File: src/hdl/nrcc_pkg.sv
package nrcc_pkg;

   // field and register widths
   localparam int SEG_W     = 13;
   localparam int SWP_W     = 9;
   localparam int TICK_W    = 16;
   localparam int ADV_W     = 16;
   localparam int WORD_W    = 32;
   localparam int DUP_W     = 8;
   localparam int SQ_W      = 2 * SEG_W;            // segment_size squared
   localparam int RCV_W     = ADV_W + SEG_W;        // receiver window in bytes
   localparam int SEGX_W    = SEG_W + 2;            // 3x and 4x segment_size
   localparam int SWB_W     = SWP_W + SEG_W;        // send window in bytes
   localparam int DIV_CNT_W = $clog2(SQ_W);
   localparam int CSR_IDX_W = 2;
   localparam int CSR_DAT_W = TICK_W;

   // event codes
   localparam logic [1:0] MODE_ACK  = 2'd0;
   localparam logic [1:0] MODE_TICK = 2'd1;
   localparam logic [1:0] MODE_OPEN = 2'd2;
   localparam logic [1:0] MODE_NONE = 2'd3;

   // register indexes
   localparam logic [CSR_IDX_W-1:0] CSR_SEGMENT_SIZE  = 2'd0;
   localparam logic [CSR_IDX_W-1:0] CSR_SEND_WINDOW   = 2'd1;
   localparam logic [CSR_IDX_W-1:0] CSR_TIMEOUT_TICKS = 2'd2;

   // reset values
   localparam logic [SEG_W-1:0]  SEG_RESET     = 13'd1024;
   localparam logic [SWP_W-1:0]  SWP_RESET     = 9'd32;
   localparam logic [TICK_W-1:0] TICKS_RESET   = 16'd30;
   localparam logic [WORD_W-1:0] THRESH_RESET  = 32'd65535;
   localparam logic [RCV_W-1:0]  RCV_RESET     = 29'd65535;
   localparam logic [SWP_W-1:0]  INIT_SEGMENTS = 9'd10;
   localparam logic [DUP_W-1:0]  DUP_MAX       = 8'd255;
   localparam logic [DUP_W-1:0]  DUP_TRIGGER   = 8'd3;

   typedef enum logic [2:0] {
      ST_IDLE,
      ST_PREP,
      ST_EXEC,
      ST_DIVIDE,
      ST_GROW,
      ST_REPORT
   } state_type;

   typedef struct packed {
      logic load;
      logic prep;
      logic exec;
      logic div_start;
      logic grow;
      logic report;
   } cmd_type;

   typedef struct packed {
      logic need_div;
      logic div_done;
      logic out_free;
   } status_type;

   function automatic logic [WORD_W-1:0] sat_add(input logic [WORD_W-1:0] a,
                                                 input logic [WORD_W-1:0] b);
      logic [WORD_W:0] sum;
      sum = {1'b0, a} + {1'b0, b};
      return sum[WORD_W] ? {WORD_W{1'b1}} : sum[WORD_W-1:0];
   endfunction

endpackage

File: src/hdl/nrcc_divider.sv
module nrcc_divider (
   input  logic                             clock,
   input  logic                             reset,
   input  logic                             start,
   input  logic [nrcc_pkg::SQ_W-1:0]        dividend,
   input  logic [nrcc_pkg::WORD_W-1:0]      divisor,
   output logic                             done,
   output logic [nrcc_pkg::SQ_W-1:0]        quotient
);

   logic [nrcc_pkg::WORD_W-1:0]    rem_ff,     rem_in;
   logic [nrcc_pkg::SQ_W-1:0]      shift_ff,   shift_in;
   logic [nrcc_pkg::WORD_W-1:0]    divisor_ff, divisor_in;
   logic [nrcc_pkg::DIV_CNT_W-1:0] count_ff,   count_in;
   logic                           running_ff, running_in;
   logic                           done_ff,    done_in;
   logic [nrcc_pkg::WORD_W:0]      trial;
   logic [nrcc_pkg::WORD_W:0]      diff;

   // one quotient bit per cycle, restoring
   always_comb begin
      trial      = {rem_ff, shift_ff[nrcc_pkg::SQ_W-1]};
      diff       = trial - {1'b0, divisor_ff};
      rem_in     = rem_ff;
      shift_in   = shift_ff;
      divisor_in = divisor_ff;
      count_in   = count_ff;
      running_in = running_ff;
      done_in    = 1'b0;
      if (start) begin
         rem_in     = '0;
         shift_in   = dividend;
         divisor_in = divisor;
         count_in   = nrcc_pkg::DIV_CNT_W'(nrcc_pkg::SQ_W - 1);
         running_in = 1'b1;
      end else if (running_ff) begin
         if (!diff[nrcc_pkg::WORD_W]) begin
            rem_in = diff[nrcc_pkg::WORD_W-1:0];
         end else begin
            rem_in = trial[nrcc_pkg::WORD_W-1:0];
         end
         shift_in = {shift_ff[nrcc_pkg::SQ_W-2:0], ~diff[nrcc_pkg::WORD_W]};
         count_in = count_ff - 1'b1;
         if (count_ff == '0) begin
            running_in = 1'b0;
            done_in    = 1'b1;
         end
      end
   end

   always_ff @(posedge clock) begin
      rem_ff     <= rem_in;
      shift_ff   <= shift_in;
      divisor_ff <= divisor_in;
      count_ff   <= count_in;
      if (reset) begin
         running_ff <= 1'b0;
         done_ff    <= 1'b0;
      end else begin
         running_ff <= running_in;
         done_ff    <= done_in;
      end
   end

   assign done     = done_ff;
   assign quotient = shift_ff;

endmodule

File: src/hdl/nrcc_datapath.sv
module nrcc_datapath (
   input  logic                               clock,
   input  logic                               reset,
   input  nrcc_pkg::cmd_type                  cmd,
   output nrcc_pkg::status_type               status,
   input  logic                               csr_write_enable,
   input  logic [nrcc_pkg::CSR_IDX_W-1:0]     csr_index,
   input  logic [nrcc_pkg::CSR_DAT_W-1:0]     csr_write_data,
   input  logic [1:0]                         req_mode,
   input  logic [nrcc_pkg::WORD_W-1:0]        req_ack_number,
   input  logic [nrcc_pkg::ADV_W-1:0]         req_advertised_window,
   input  logic [nrcc_pkg::WORD_W-1:0]        req_next_sequence,
   output logic                               rsp_valid,
   input  logic                               rsp_stall,
   output logic [nrcc_pkg::WORD_W-1:0]        rsp_congestion_window,
   output logic [nrcc_pkg::WORD_W-1:0]        rsp_slow_start_threshold,
   output logic [nrcc_pkg::WORD_W-1:0]        rsp_allowed_window,
   output logic [nrcc_pkg::WORD_W-1:0]        rsp_base_sequence,
   output logic                               rsp_in_recovery,
   output logic                               rsp_retransmit,
   output logic [nrcc_pkg::WORD_W-1:0]        rsp_retransmit_sequence,
   output logic                               rsp_timed_out
);

   localparam int W = nrcc_pkg::WORD_W;

   // configuration
   logic [nrcc_pkg::SEG_W-1:0]  seg_ff;
   logic [nrcc_pkg::SWP_W-1:0]  swp_ff;
   logic [nrcc_pkg::TICK_W-1:0] ticks_ff;

   // captured beat
   logic [1:0]                  mode_ff;
   logic [W-1:0]                ack_ff;
   logic [nrcc_pkg::ADV_W-1:0]  adv_ff;
   logic [W-1:0]                nxt_ff;

   // products prepared ahead of the update
   logic [nrcc_pkg::RCV_W-1:0]  rcv_prod_ff;
   logic [nrcc_pkg::SEGX_W-1:0] seg3_ff;
   logic [nrcc_pkg::SEGX_W-1:0] seg4_ff;
   logic [nrcc_pkg::SWB_W-1:0]  open_win_ff;
   logic [nrcc_pkg::SWB_W-1:0]  send_win_ff;
   logic [nrcc_pkg::SQ_W-1:0]   seg_sq_ff;
   logic [nrcc_pkg::SWP_W-1:0]  init_segs;

   // connection state
   logic [W-1:0]                window_ff,     window_in;
   logic [W-1:0]                thresh_ff,     thresh_in;
   logic [nrcc_pkg::RCV_W-1:0]  rcv_win_ff,    rcv_win_in;
   logic [nrcc_pkg::DUP_W-1:0]  dup_ff,        dup_in;
   logic [W-1:0]                last_ack_ff,   last_ack_in;
   logic [W-1:0]                oldest_ff,     oldest_in;
   logic [W-1:0]                rec_point_ff,  rec_point_in;
   logic                        recovering_ff, recovering_in;
   logic [nrcc_pkg::TICK_W-1:0] elapsed_ff,    elapsed_in;

   // per-event flags
   logic                        rtx_ff,     rtx_in;
   logic [W-1:0]                rtx_seq_ff, rtx_seq_in;
   logic                        tmo_ff,     tmo_in;

   // result register
   logic                        rsp_valid_ff, rsp_valid_in;
   logic [W-1:0]                out_window_ff;
   logic [W-1:0]                out_thresh_ff;
   logic [W-1:0]                out_allowed_ff;
   logic [W-1:0]                out_base_ff;
   logic                        out_recovery_ff;
   logic                        out_rtx_ff;
   logic [W-1:0]                out_rtx_seq_ff;
   logic                        out_tmo_ff;

   logic                        ack_new;
   logic [nrcc_pkg::DUP_W-1:0]  dup_inc;
   logic [W-1:0]                halved;
   logic [W-1:0]                half_win;
   logic [W-1:0]                grow_inc;
   logic [W-1:0]                allowed;
   logic [W-1:0]                win_or_rcv;
   logic                        div_done;
   logic [nrcc_pkg::SQ_W-1:0]   quotient;

   nrcc_divider u_divider (
      .clock    (clock),
      .reset    (reset),
      .start    (cmd.div_start),
      .dividend (seg_sq_ff),
      .divisor  (window_ff),
      .done     (div_done),
      .quotient (quotient)
   );

   always_ff @(posedge clock) begin
      if (reset) begin
         seg_ff   <= nrcc_pkg::SEG_RESET;
         swp_ff   <= nrcc_pkg::SWP_RESET;
         ticks_ff <= nrcc_pkg::TICKS_RESET;
      end else if (csr_write_enable) begin
         case (csr_index)
            nrcc_pkg::CSR_SEGMENT_SIZE:  seg_ff   <= csr_write_data[nrcc_pkg::SEG_W-1:0];
            nrcc_pkg::CSR_SEND_WINDOW:   swp_ff   <= csr_write_data[nrcc_pkg::SWP_W-1:0];
            nrcc_pkg::CSR_TIMEOUT_TICKS: ticks_ff <= csr_write_data[nrcc_pkg::TICK_W-1:0];
            default: ;
         endcase
      end
   end

   assign init_segs = (swp_ff < nrcc_pkg::INIT_SEGMENTS) ? swp_ff : nrcc_pkg::INIT_SEGMENTS;

   always_ff @(posedge clock) begin
      if (cmd.load) begin
         mode_ff <= req_mode;
         ack_ff  <= req_ack_number;
         adv_ff  <= req_advertised_window;
         nxt_ff  <= req_next_sequence;
      end
      if (cmd.prep) begin
         rcv_prod_ff <= nrcc_pkg::RCV_W'(adv_ff) * nrcc_pkg::RCV_W'(seg_ff);
         seg3_ff     <= nrcc_pkg::SEGX_W'({seg_ff, 1'b0}) + nrcc_pkg::SEGX_W'(seg_ff);
         seg4_ff     <= {seg_ff, 2'b00};
         open_win_ff <= nrcc_pkg::SWB_W'(init_segs) * nrcc_pkg::SWB_W'(seg_ff);
         send_win_ff <= nrcc_pkg::SWB_W'(swp_ff) * nrcc_pkg::SWB_W'(seg_ff);
         seg_sq_ff   <= nrcc_pkg::SQ_W'(seg_ff) * nrcc_pkg::SQ_W'(seg_ff);
      end
   end

   assign ack_new  = ack_ff > oldest_ff;
   assign dup_inc  = (dup_ff == nrcc_pkg::DUP_MAX) ? dup_ff : dup_ff + 1'b1;
   assign half_win = {1'b0, window_ff[W-1:1]};
   assign halved   = (half_win > W'(seg_ff)) ? half_win : W'(seg_ff);
   assign grow_inc = (quotient == '0) ? W'(1) : W'(quotient);

   always_comb begin
      status.need_div = (mode_ff == nrcc_pkg::MODE_ACK) && ack_new && !recovering_ff &&
                        (window_ff >= thresh_ff) && (window_ff != '0);
      status.div_done = div_done;
      status.out_free = !rsp_valid_ff || !rsp_stall;
   end

   always_comb begin
      window_in     = window_ff;
      thresh_in     = thresh_ff;
      rcv_win_in    = rcv_win_ff;
      dup_in        = dup_ff;
      last_ack_in   = last_ack_ff;
      oldest_in     = oldest_ff;
      rec_point_in  = rec_point_ff;
      recovering_in = recovering_ff;
      elapsed_in    = elapsed_ff;
      rtx_in        = rtx_ff;
      rtx_seq_in    = rtx_seq_ff;
      tmo_in        = tmo_ff;
      if (cmd.exec) begin
         rtx_in     = 1'b0;
         rtx_seq_in = '0;
         tmo_in     = 1'b0;
         case (mode_ff)
            nrcc_pkg::MODE_ACK: begin
               rcv_win_in = rcv_prod_ff;
               if (ack_new) begin
                  if (recovering_ff) begin
                     if (ack_ff >= rec_point_ff) begin
                        recovering_in = 1'b0;
                        dup_in        = '0;
                        window_in     = thresh_ff;
                     end else begin
                        rtx_in     = 1'b1;
                        rtx_seq_in = ack_ff;
                     end
                  end else begin
                     dup_in = '0;
                     if (window_ff < thresh_ff) begin
                        window_in = nrcc_pkg::sat_add(window_ff, W'(seg_ff));
                     end else if (window_ff == '0) begin
                        window_in = W'(1);
                     end
                     // nonzero window at or above threshold waits for the divider
                  end
                  oldest_in   = ack_ff;
                  last_ack_in = ack_ff;
                  elapsed_in  = '0;
               end else if (ack_ff == last_ack_ff) begin
                  dup_in = dup_inc;
                  if (dup_inc == nrcc_pkg::DUP_TRIGGER) begin
                     rec_point_in  = nxt_ff;
                     recovering_in = 1'b1;
                     thresh_in     = halved;
                     window_in     = nrcc_pkg::sat_add(halved, W'(seg3_ff));
                     rtx_in        = 1'b1;
                     rtx_seq_in    = ack_ff;
                  end else if (dup_inc > nrcc_pkg::DUP_TRIGGER) begin
                     window_in = nrcc_pkg::sat_add(window_ff, W'(seg_ff));
                  end
               end
            end
            nrcc_pkg::MODE_TICK: begin
               if (nxt_ff == oldest_ff) begin
                  elapsed_in = '0;
               end else if (elapsed_ff >= ticks_ff) begin
                  thresh_in     = halved;
                  window_in     = W'(seg4_ff);
                  dup_in        = '0;
                  recovering_in = 1'b0;
                  elapsed_in    = '0;
                  rtx_in        = 1'b1;
                  rtx_seq_in    = oldest_ff;
                  tmo_in        = 1'b1;
               end else begin
                  elapsed_in = elapsed_ff + 1'b1;
               end
            end
            nrcc_pkg::MODE_OPEN: begin
               oldest_in  = ack_ff;
               rcv_win_in = rcv_prod_ff;
               window_in  = W'(open_win_ff);
               elapsed_in = '0;
            end
            default: ;
         endcase
      end
      if (cmd.grow) begin
         window_in = nrcc_pkg::sat_add(window_ff, grow_inc);
      end
   end

   always_ff @(posedge clock) begin
      rtx_ff     <= rtx_in;
      rtx_seq_ff <= rtx_seq_in;
      tmo_ff     <= tmo_in;
      if (reset) begin
         window_ff     <= W'(nrcc_pkg::SEG_RESET);
         thresh_ff     <= nrcc_pkg::THRESH_RESET;
         rcv_win_ff    <= nrcc_pkg::RCV_RESET;
         dup_ff        <= '0;
         last_ack_ff   <= '0;
         oldest_ff     <= '0;
         rec_point_ff  <= '0;
         recovering_ff <= 1'b0;
         elapsed_ff    <= '0;
      end else begin
         window_ff     <= window_in;
         thresh_ff     <= thresh_in;
         rcv_win_ff    <= rcv_win_in;
         dup_ff        <= dup_in;
         last_ack_ff   <= last_ack_in;
         oldest_ff     <= oldest_in;
         rec_point_ff  <= rec_point_in;
         recovering_ff <= recovering_in;
         elapsed_ff    <= elapsed_in;
      end
   end

   assign win_or_rcv = (window_ff < W'(rcv_win_ff)) ? window_ff : W'(rcv_win_ff);
   assign allowed    = (W'(send_win_ff) < win_or_rcv) ? W'(send_win_ff) : win_or_rcv;

   always_comb begin
      rsp_valid_in = rsp_valid_ff && rsp_stall;
      if (cmd.report) begin
         rsp_valid_in = 1'b1;
      end
   end

   always_ff @(posedge clock) begin
      if (reset) begin
         rsp_valid_ff <= 1'b0;
      end else begin
         rsp_valid_ff <= rsp_valid_in;
      end
      if (cmd.report) begin
         out_window_ff   <= window_ff;
         out_thresh_ff   <= thresh_ff;
         out_allowed_ff  <= allowed;
         out_base_ff     <= oldest_ff;
         out_recovery_ff <= recovering_ff;
         out_rtx_ff      <= rtx_ff;
         out_rtx_seq_ff  <= rtx_seq_ff;
         out_tmo_ff      <= tmo_ff;
      end
   end

   assign rsp_valid                = rsp_valid_ff;
   assign rsp_congestion_window    = out_window_ff;
   assign rsp_slow_start_threshold = out_thresh_ff;
   assign rsp_allowed_window       = out_allowed_ff;
   assign rsp_base_sequence        = out_base_ff;
   assign rsp_in_recovery          = out_recovery_ff;
   assign rsp_retransmit           = out_rtx_ff;
   assign rsp_retransmit_sequence  = out_rtx_seq_ff;
   assign rsp_timed_out            = out_tmo_ff;

endmodule

File: src/hdl/nrcc_ctrl.sv
module nrcc_ctrl (
   input  logic                  clock,
   input  logic                  reset,
   input  logic                  req_valid,
   output logic                  req_stall,
   input  nrcc_pkg::status_type  status,
   output nrcc_pkg::cmd_type     cmd
);

   nrcc_pkg::state_type state_ff, state_in;

   always_comb begin
      state_in = state_ff;
      case (state_ff)
         nrcc_pkg::ST_IDLE: begin
            if (req_valid) begin
               state_in = nrcc_pkg::ST_PREP;
            end
         end
         nrcc_pkg::ST_PREP: state_in = nrcc_pkg::ST_EXEC;
         nrcc_pkg::ST_EXEC: begin
            state_in = status.need_div ? nrcc_pkg::ST_DIVIDE : nrcc_pkg::ST_REPORT;
         end
         nrcc_pkg::ST_DIVIDE: begin
            if (status.div_done) begin
               state_in = nrcc_pkg::ST_GROW;
            end
         end
         nrcc_pkg::ST_GROW: state_in = nrcc_pkg::ST_REPORT;
         nrcc_pkg::ST_REPORT: begin
            if (status.out_free) begin
               state_in = nrcc_pkg::ST_IDLE;
            end
         end
         default: state_in = nrcc_pkg::ST_IDLE;
      endcase
   end

   always_comb begin
      cmd       = '0;
      req_stall = 1'b1;
      case (state_ff)
         nrcc_pkg::ST_IDLE: begin
            req_stall = 1'b0;
            cmd.load  = req_valid;
         end
         nrcc_pkg::ST_PREP: cmd.prep = 1'b1;
         nrcc_pkg::ST_EXEC: begin
            cmd.exec      = 1'b1;
            cmd.div_start = status.need_div;
         end
         nrcc_pkg::ST_DIVIDE: ;
         nrcc_pkg::ST_GROW:   cmd.grow = 1'b1;
         nrcc_pkg::ST_REPORT: cmd.report = status.out_free;
         default: ;
      endcase
   end

   always_ff @(posedge clock) begin
      if (reset) begin
         state_ff <= nrcc_pkg::ST_IDLE;
      end else begin
         state_ff <= state_in;
      end
   end

endmodule

File: src/hdl/newreno_congestion_window_controller_top.sv
// NewReno congestion window controller, sender side. Each beat on the req_
// channel is one event (acknowledgment, timer tick, connection open, or the
// unused code, which only reports) and produces exactly one rsp_ beat with the
// window, threshold, allowed send window, base sequence and retransmit/timeout
// flags after the event. One event is in work at a time. Most events pass
// through accept, prepare products, update state and load the result register,
// and no new beat is taken until the event in work has left that last step. A
// new acknowledgment in congestion avoidance also takes a divide step and a grow
// step, because its window step segment_size^2/window comes from a serial
// restoring divider that produces one quotient bit per cycle over 26 quotient
// bits; the step is added once the divider reports that it has finished.
// The result register lets the next event be accepted while the previous
// result still waits on rsp_stall; that next event then holds in its report
// step until the waiting result is taken.
// Registers on the csr_ port: 0 segment_size, 1 send_window_packets,
// 2 timeout_ticks; write them only while no event is in work.
module newreno_congestion_window_controller_top (
   input  logic                            clock,
   input  logic                            reset,
   // configuration writes
   input  logic                            csr_write_enable,
   input  logic [nrcc_pkg::CSR_IDX_W-1:0]  csr_index,
   input  logic [nrcc_pkg::CSR_DAT_W-1:0]  csr_write_data,
   // event beats
   input  logic                            req_valid,
   output logic                            req_stall,
   input  logic [1:0]                      req_mode,
   input  logic [nrcc_pkg::WORD_W-1:0]     req_ack_number,
   input  logic [nrcc_pkg::ADV_W-1:0]      req_advertised_window,
   input  logic [nrcc_pkg::WORD_W-1:0]     req_next_sequence,
   // result beats
   output logic                            rsp_valid,
   input  logic                            rsp_stall,
   output logic [nrcc_pkg::WORD_W-1:0]     rsp_congestion_window,
   output logic [nrcc_pkg::WORD_W-1:0]     rsp_slow_start_threshold,
   output logic [nrcc_pkg::WORD_W-1:0]     rsp_allowed_window,
   output logic [nrcc_pkg::WORD_W-1:0]     rsp_base_sequence,
   output logic                            rsp_in_recovery,
   output logic                            rsp_retransmit,
   output logic [nrcc_pkg::WORD_W-1:0]     rsp_retransmit_sequence,
   output logic                            rsp_timed_out
);

   nrcc_pkg::cmd_type    cmd;
   nrcc_pkg::status_type status;

   // sequencer: capture, prepare products, update state, divide, grow, report
   nrcc_ctrl u_ctrl (
      .clock     (clock),
      .reset     (reset),
      .req_valid (req_valid),
      .req_stall (req_stall),
      .status    (status),
      .cmd       (cmd)
   );

   // connection state, configuration, divider and result register
   nrcc_datapath u_datapath (
      .clock                    (clock),
      .reset                    (reset),
      .cmd                      (cmd),
      .status                   (status),
      .csr_write_enable         (csr_write_enable),
      .csr_index                (csr_index),
      .csr_write_data           (csr_write_data),
      .req_mode                 (req_mode),
      .req_ack_number           (req_ack_number),
      .req_advertised_window    (req_advertised_window),
      .req_next_sequence        (req_next_sequence),
      .rsp_valid                (rsp_valid),
      .rsp_stall                (rsp_stall),
      .rsp_congestion_window    (rsp_congestion_window),
      .rsp_slow_start_threshold (rsp_slow_start_threshold),
      .rsp_allowed_window       (rsp_allowed_window),
      .rsp_base_sequence        (rsp_base_sequence),
      .rsp_in_recovery          (rsp_in_recovery),
      .rsp_retransmit           (rsp_retransmit),
      .rsp_retransmit_sequence  (rsp_retransmit_sequence),
      .rsp_timed_out            (rsp_timed_out)
   );

endmodule

File: config.mk
export PLATFORM = sky130hd
export DESIGN_NAME = newreno_congestion_window_controller_top
export DESIGN_NICKNAME = d
export VERILOG_FILES = /design/src/hdl/nrcc_pkg.sv /design/src/hdl/nrcc_divider.sv /design/src/hdl/nrcc_datapath.sv /design/src/hdl/nrcc_ctrl.sv /design/src/hdl/newreno_congestion_window_controller_top.sv
export SDC_FILE = /design/constraint.sdc
export NUM_CORES = 2
export LEC_CHECK = 0
export ABC_AREA = 1
export BUFFER_PORTS_ARGS = -buffer_cell sky130_fd_sc_hd__clkbuf_2
export CAP_MARGIN = 20
export CORE_ASPECT_RATIO = 0.8
export CORE_UTILIZATION = 53
export DETAILED_ROUTE_END_ITERATION = 6
export PLACE_DENSITY = 0.7
export SYNTH_ARGS = -nofsm -noshare
export SYNTH_HDL_FRONTEND = slang
export SYNTH_SLANG_ARGS = --single-unit
File: constraint.sdc
create_clock -name clock -period 20.7 [get_ports clock]
set_input_delay 2.07 -clock clock [delete_from_list [all_inputs] [get_ports clock]]
set_output_delay 2.07 -clock clock [all_outputs]
set_load 0.02 [all_outputs]
* Word-level counts from Yosys, hierarchy flattened
Cells that the tools add are included.
** Operators by class
- Magnitude comparators :: 10
- Reductions and logical operators :: 37
- Equal/unequal tests :: 31
- Bitwise logic cells :: 3
- Muxes and demuxes :: 82
- Add/sub/neg operators :: 8
- $mul :: 4
** Operators with widths (number)
- 32-bit two-way mux :: 30
- 32-bit one-hot mux with 2 select lines :: 3
- 32-bit one-hot mux with 3 select lines :: 1
- 26-bit two-way mux :: 3
- 32-bit == test :: 2
- 32-bit >= comparator :: 2
- 8-bit two-way mux :: 7
- 16-bit two-way mux :: 3
- 16-bit one-hot mux with 3 select lines :: 1
- 9-bit by 13-bit multiplier with 22-bit output :: 2
- 32-bit by 13-bit adder with 33-bit output :: 1
- 32-bit by 15-bit adder with 33-bit output :: 1
- 32-bit by 32-bit adder with 33-bit output :: 1
- 33-bit by 32-bit subtractor with 33-bit output :: 1
- 32-bit > comparator :: 1
- 32-bit zero test :: 1
- 22-bit by 32-bit < comparator with 1-bit output :: 1
- 32-bit by 29-bit < comparator with 1-bit output :: 1
- 32-bit < comparator :: 1
- 32-bit nonzero test :: 1
- 31-bit by 13-bit > comparator with 1-bit output :: 1
- 31-bit two-way mux :: 1
- 16-bit by 13-bit multiplier with 29-bit output :: 1
- 26-bit zero test :: 1
- other kinds (50) :: 107
** Storage, ports and cells
- Flip-flop bits (word level) :: 759
- Input port bits :: 105
- Output and inout bits :: 165

* Logic depth before layout (Yosys ltp)
- Depth in word-level cells :: 10
- Depth in mapped cells :: 34

* Modules after synthesis
A second synthesis with hierarchy kept.
** Second synthesis, totals
- Cell total of the unflattened synthesis :: 6959
- Area, all modules :: 58294.7 µm²
** By module, submodules not included
- nrcc_datapath :: cells an instance 5925, instances 1, area an instance 51344.2 µm²
- nrcc_divider :: cells an instance 992, instances 1, area an instance 6678.9 µm²
- nrcc_ctrl :: cells an instance 42, instances 1, area an instance 271.5 µm²

* Worst setup path after synthesis
Ideal clock, no wire load.
- Path type :: reg-to-reg
- From :: register u_ctrl.state_ff[0]
- To :: register u_datapath.open_win_ff[0] (netlist name) (enable)
- Slack :: 11104 ps
- Buffers on the path :: 0
- Cell stages (with the launch flop) :: 3
- Arrival time :: 8834 ps
- Cell sequence :: dfxtp_1 > inv_1 > nor3_1
** On the way
- Cells in the longest elaborated chain, start to end :: 2
** Ends and longest elaborated chain
- start, declared :: RTL line nrcc_ctrl.sv:10 : nrcc_pkg::state_type state_ff, state_in;
- start signal, assigned :: RTL line nrcc_ctrl.sv:61 : state_ff <= nrcc_pkg::ST_IDLE;
- start signal, assigned :: RTL line nrcc_ctrl.sv:63 : state_ff <= state_in;
- 3-bit by 1-bit == test with 1-bit output :: RTL line nrcc_ctrl.sv:42 : case (state_ff)
- 1-bit two-way mux :: RTL line nrcc_ctrl.sv:42
- end signal, assigned :: RTL line nrcc_datapath.sv:122 : open_win_ff <= nrcc_pkg::SWB_W'(init_segs) * nrcc_pkg::SWB_W'(seg_ff);
- end, declared :: RTL line nrcc_datapath.sv:42 : logic [nrcc_pkg::SWB_W-1:0] open_win_ff;
Every way passes these cells.
A chain may end at the register's enable or synchronous reset.

* Worst setup path in the final report
- From :: register u_datapath.seg_ff[5] (netlist name)
- To :: register u_datapath.seg_sq_ff[25] (netlist name), data pin
** On the way
- Cells in the longest elaborated chain, start to end :: 1
** Ends and longest elaborated chain
- start, declared :: RTL line nrcc_datapath.sv:28 : logic [nrcc_pkg::SEG_W-1:0] seg_ff;
- start signal, assigned :: RTL line nrcc_datapath.sv:96 : seg_ff <= nrcc_pkg::SEG_RESET;
- start signal, assigned :: RTL line nrcc_datapath.sv:101 : nrcc_pkg::CSR_SEGMENT_SIZE: seg_ff <= csr_write_data[nrcc_pkg::SEG_W-1:0];
- 13-bit by 13-bit multiplier with 26-bit output :: RTL line nrcc_datapath.sv:124 : seg_sq_ff <= nrcc_pkg::SQ_W'(seg_ff) * nrcc_pkg::SQ_W'(seg_ff);
- end signal, assigned :: RTL line nrcc_datapath.sv:124
- end, declared :: RTL line nrcc_datapath.sv:44 : logic [nrcc_pkg::SQ_W-1:0] seg_sq_ff;
Every way passes these cells.

==> metrics.md <==
| Metric | Value |
|---|---|
| Worst path arrival time | 7.22 ns |
| TritonCTS Sinks | 754 |
| Worst path max stage delay | 0.71 ns |
| Final Util | 0.589 |
| Sequential area share after synthesis | 0.347 |
| Final worst-path cycle share | 0.327 |
| Final GP Congestion | 0.981 |
| Post-Syn Area | 0.0568 sq mm |
| Final setup fails | 0 |
| Min setup slack post-route | 13.94 ns |
| Global route total overflow | 0 |
| Crit path buffers/inverters | 5 |
| Cells after Synth | 6634 |
| I/O Buffers | 268 |
| Worst hold path class | flop to flop |
| Synth Flop Type | edfxtp_1 |
| # rows | 107 |
| Most used cell, CP | nand2_1 |
| First-pass GRT wire length | 255 mm |
| Die ar. | 0.108 sq mm |
| Final Hold Viols | 0 |
| Top delay family on crit path | adder cells |
| Crit-path slowest cell | dfxtp_2 |
| Post-CTS Hold Buffers | 0 |
| Violated checks | design-rule violations |
| Max FO, Critical Path | 23 |
| Root buffer cell | clkbuf_16 |
| CTS tree | done |
| Setup Skew | 0.0415 ns |
| Resized Gates After CTS | 0 |
| Crit path launch type | flop |
| Area added between synthesis and finish | 10.3% |
| Clk pwr share | 0.282 |
| Total CTS buffers | 81 |
| Synthesized flop and latch total | 754 |
| Fmax | 148 MHz |
| Switch Pwr | 2.15 mW |
| Comb pwr share | 0.368 |
| Worst setup EP type | flop |
| Detail Route Antenna Nets | 0 |
| CORE AREA | 0.106 sq mm |
| Nets | 7909 |
| Int Pwr | 3.38 mW |
| Total Wirelength | 165 mm |
| Max Slew Vio Count | 0 |
| GRT Total Usage | 0.305 |
| Routed len/inst | 19.7 um |
| Later-pin clock latency in the skew report | 0.71 ns |
| Postcts setup bufs | 0 |
| RSZ-0062 raised after global routing | no |
| Worst-path clk slew | 0.06 ns |
| Sequential cell area | 0.0197 sq mm |
| Vias per cell | 5.51 |
| Sw Ratio | 0.389 |
| Worst-margin pin slew | 1.06 ns |
| Slew headroom | 0.287 |
| CTS max path bufs | 3 |
| Drt first pass iters | 7 |
| Layout cells sized above 1 | 0.0799 |
| Die Ht | 295 um |
| PwrDens | 88.2 mW/mm^2 |
| Initial core utilization | 0.534 |
| Via count | 46100 |
| Yosys Warn Count | 0 |
| Max VDD drop | 0.0971 mV |
| Power share of the sequential group | 0.350 |
| Syn avg cell area | 8.56 sq um |
| Area of the multi-input gates | 0.0318 sq mm |
| Synth cell types | 58 |
| CTS H-tree lvls | 3 |
| Critical path type | flop to flop |
| Via count of the first global-routing pass | 44600 |
| Status | finished, violations left |
| Period minus WS final | 6.76 ns |
| I/O pins | 270 |
| Initial antenna violation count | 8 |
| Critical Path RT | 21.16 ns |
| Pre-CTS setup slack | 14.03 ns |
| DRC viols | 20 |
| Violation count after the first detailed-route iteration | 4668 |
| Post-synth EDFFs | 460 |
| Largest net degree at the start of global routing | 79 |
| Fraction of registers with async set/reset | 0 |
| Tot Pwr | 5.53 mW |
| Fin Setup TNS | 0 ns |
| DP HPWL | 124 mm |
| Worst hold slack | 0.419 ns |
| Leakage | 30.3 nW |
| # fillers | 9317 |
| Maxcap violations | 0 |
| Die X | 368 um |
[cells in the final DEF, fill, tap and decap left out, drive strengths merged, types with 228 or more instances in the layout]
cell,Yosys,routed
fa,414,414
a21oi,490,490
dfxtp,294,294
nand3,228,228
clkbuf,175,372
nor2,323,323
nand2,1394,1394
inv,1223,1225
edfxtp,460,460
o21ai,433,433
ha,509,509
[path summary, 6_finish.rpt]
check                                          from                                  to  slack (ns)  cells after the start
setup / recovery  u_datapath.seg_ff[5]$_SDFFE_PP0P_  u_datapath.seg_sq_ff[25]$_DFFE_PP_       13.94                     25
hold / removal      u_datapath.tmo_ff$_SDFFCE_PN0P_  u_datapath.rsp_timed_out$_DFFE_PP_        0.42                      0
setup reg to reg  u_datapath.seg_ff[5]$_SDFFE_PP0P_  u_datapath.seg_sq_ff[25]$_DFFE_PP_       13.94                     25
hold reg to reg     u_datapath.tmo_ff$_SDFFCE_PN0P_  u_datapath.rsp_timed_out$_DFFE_PP_        0.42                      0
[worst register-to-register path: stages, from the launching register on]
cell and delay [ns]:
dfxtp_2 0.71, buf_4 0.45, nand2_1 0.18, fa_1 0.53, inv_1 0.06, fa_1 0.47, fa_1 0.52, inv_1 0.05
fa_1 0.46, fa_1 0.54, inv_1 0.04, ha_1 0.35, a21oi_1 0.16, inv_1 0.06, a31oi_1 0.30, o21ai_0 0.23
a21boi_0 0.39, o21bai_1 0.16, a21boi_0 0.32, o21ai_0 0.18, nand2_1 0.09, nand2_1 0.05, nand2_1 0.06, nand2_1 0.05
nand2_1 0.05, nand2_1 0.04
[power groups by stage]
| stage | combinational (mW) | sequential (mW) | clock [mW] |
|---|---|---|---|
| finish | 2.04 | 1.93 | 1.56 |
| global route | 2.29 | 1.94 | 1.63 |
| CTS | 1.99 | 1.93 | 1.58 |
| detailed placement | 1.97 | 1.96 | 0 |
| global placement | 1.93 | 1.95 | 0 |
| floorplan | 1.43 | 1.92 | 0 |
[Yosys cell counts (all sizes together), types with 58 or more instances]
cell type  number  area [sq um]
xnor2          85           744
edfxtp        460         13800
nand3         228          1150
nand2        1394          5250
clkbuf        175           658
a21oi         490          2460
xor2          126          1100
inv          1223          4590
dfxtp         294          5890
fa            414          8290
ha            509          6370
nor2          323          1220
o21ai         433          2170
nor3           58           312
buf            80           394
[logic make-up after synthesis]
kind of cell | after synthesis | share of synthesized area
other | 2 | 0.000132
AO/OA/AOI/OAI | 1139 | 0.110
flip-flops | 754 | 0.347
adder cells (fa/ha/maj) | 923 | 0.258
buffers and inverters | 1480 | 0.0995
AND/OR/NAND/NOR | 2125 | 0.153
XOR/XNOR | 211 | 0.0325
[layer usage]
| layer | part of all wire | vias up | GRT usage |
|---|---|---|---|
| met1 | 0.44 | 22000 | 0.439 |
| met4 | 0.029 | 4 | 0.0901 |
| met5 | 0.00013 | - | 0 |
| met3 | 0.10 | 271 | 0.0703 |
| li1 | - | 21800 | - |
| met2 | 0.43 | 2001 | 0.457 |
[layout make-up]
type,instances,area share
Antenna cell,5,0.000200
Clock buffer,104,0.0355
Clock inverter,48,0.00973
Inverter,1225,0.0735
Multi-Input combinational cell,4474,0.507
Sequential cell,754,0.315
Tap cell,1417,0.0283
Timing Repair Buffer,345,0.0308
[through the flow]
stage	instances	area [sq um]
3_3_place_gp	8211	59700
2_1_floorplan	6708	57100
5_1_grt	8371	62600
3_5_place_dp	8211	59700
6_report	8372	62600
4_1_cts	8363	62600
Power figures use the tool's default switching activity.
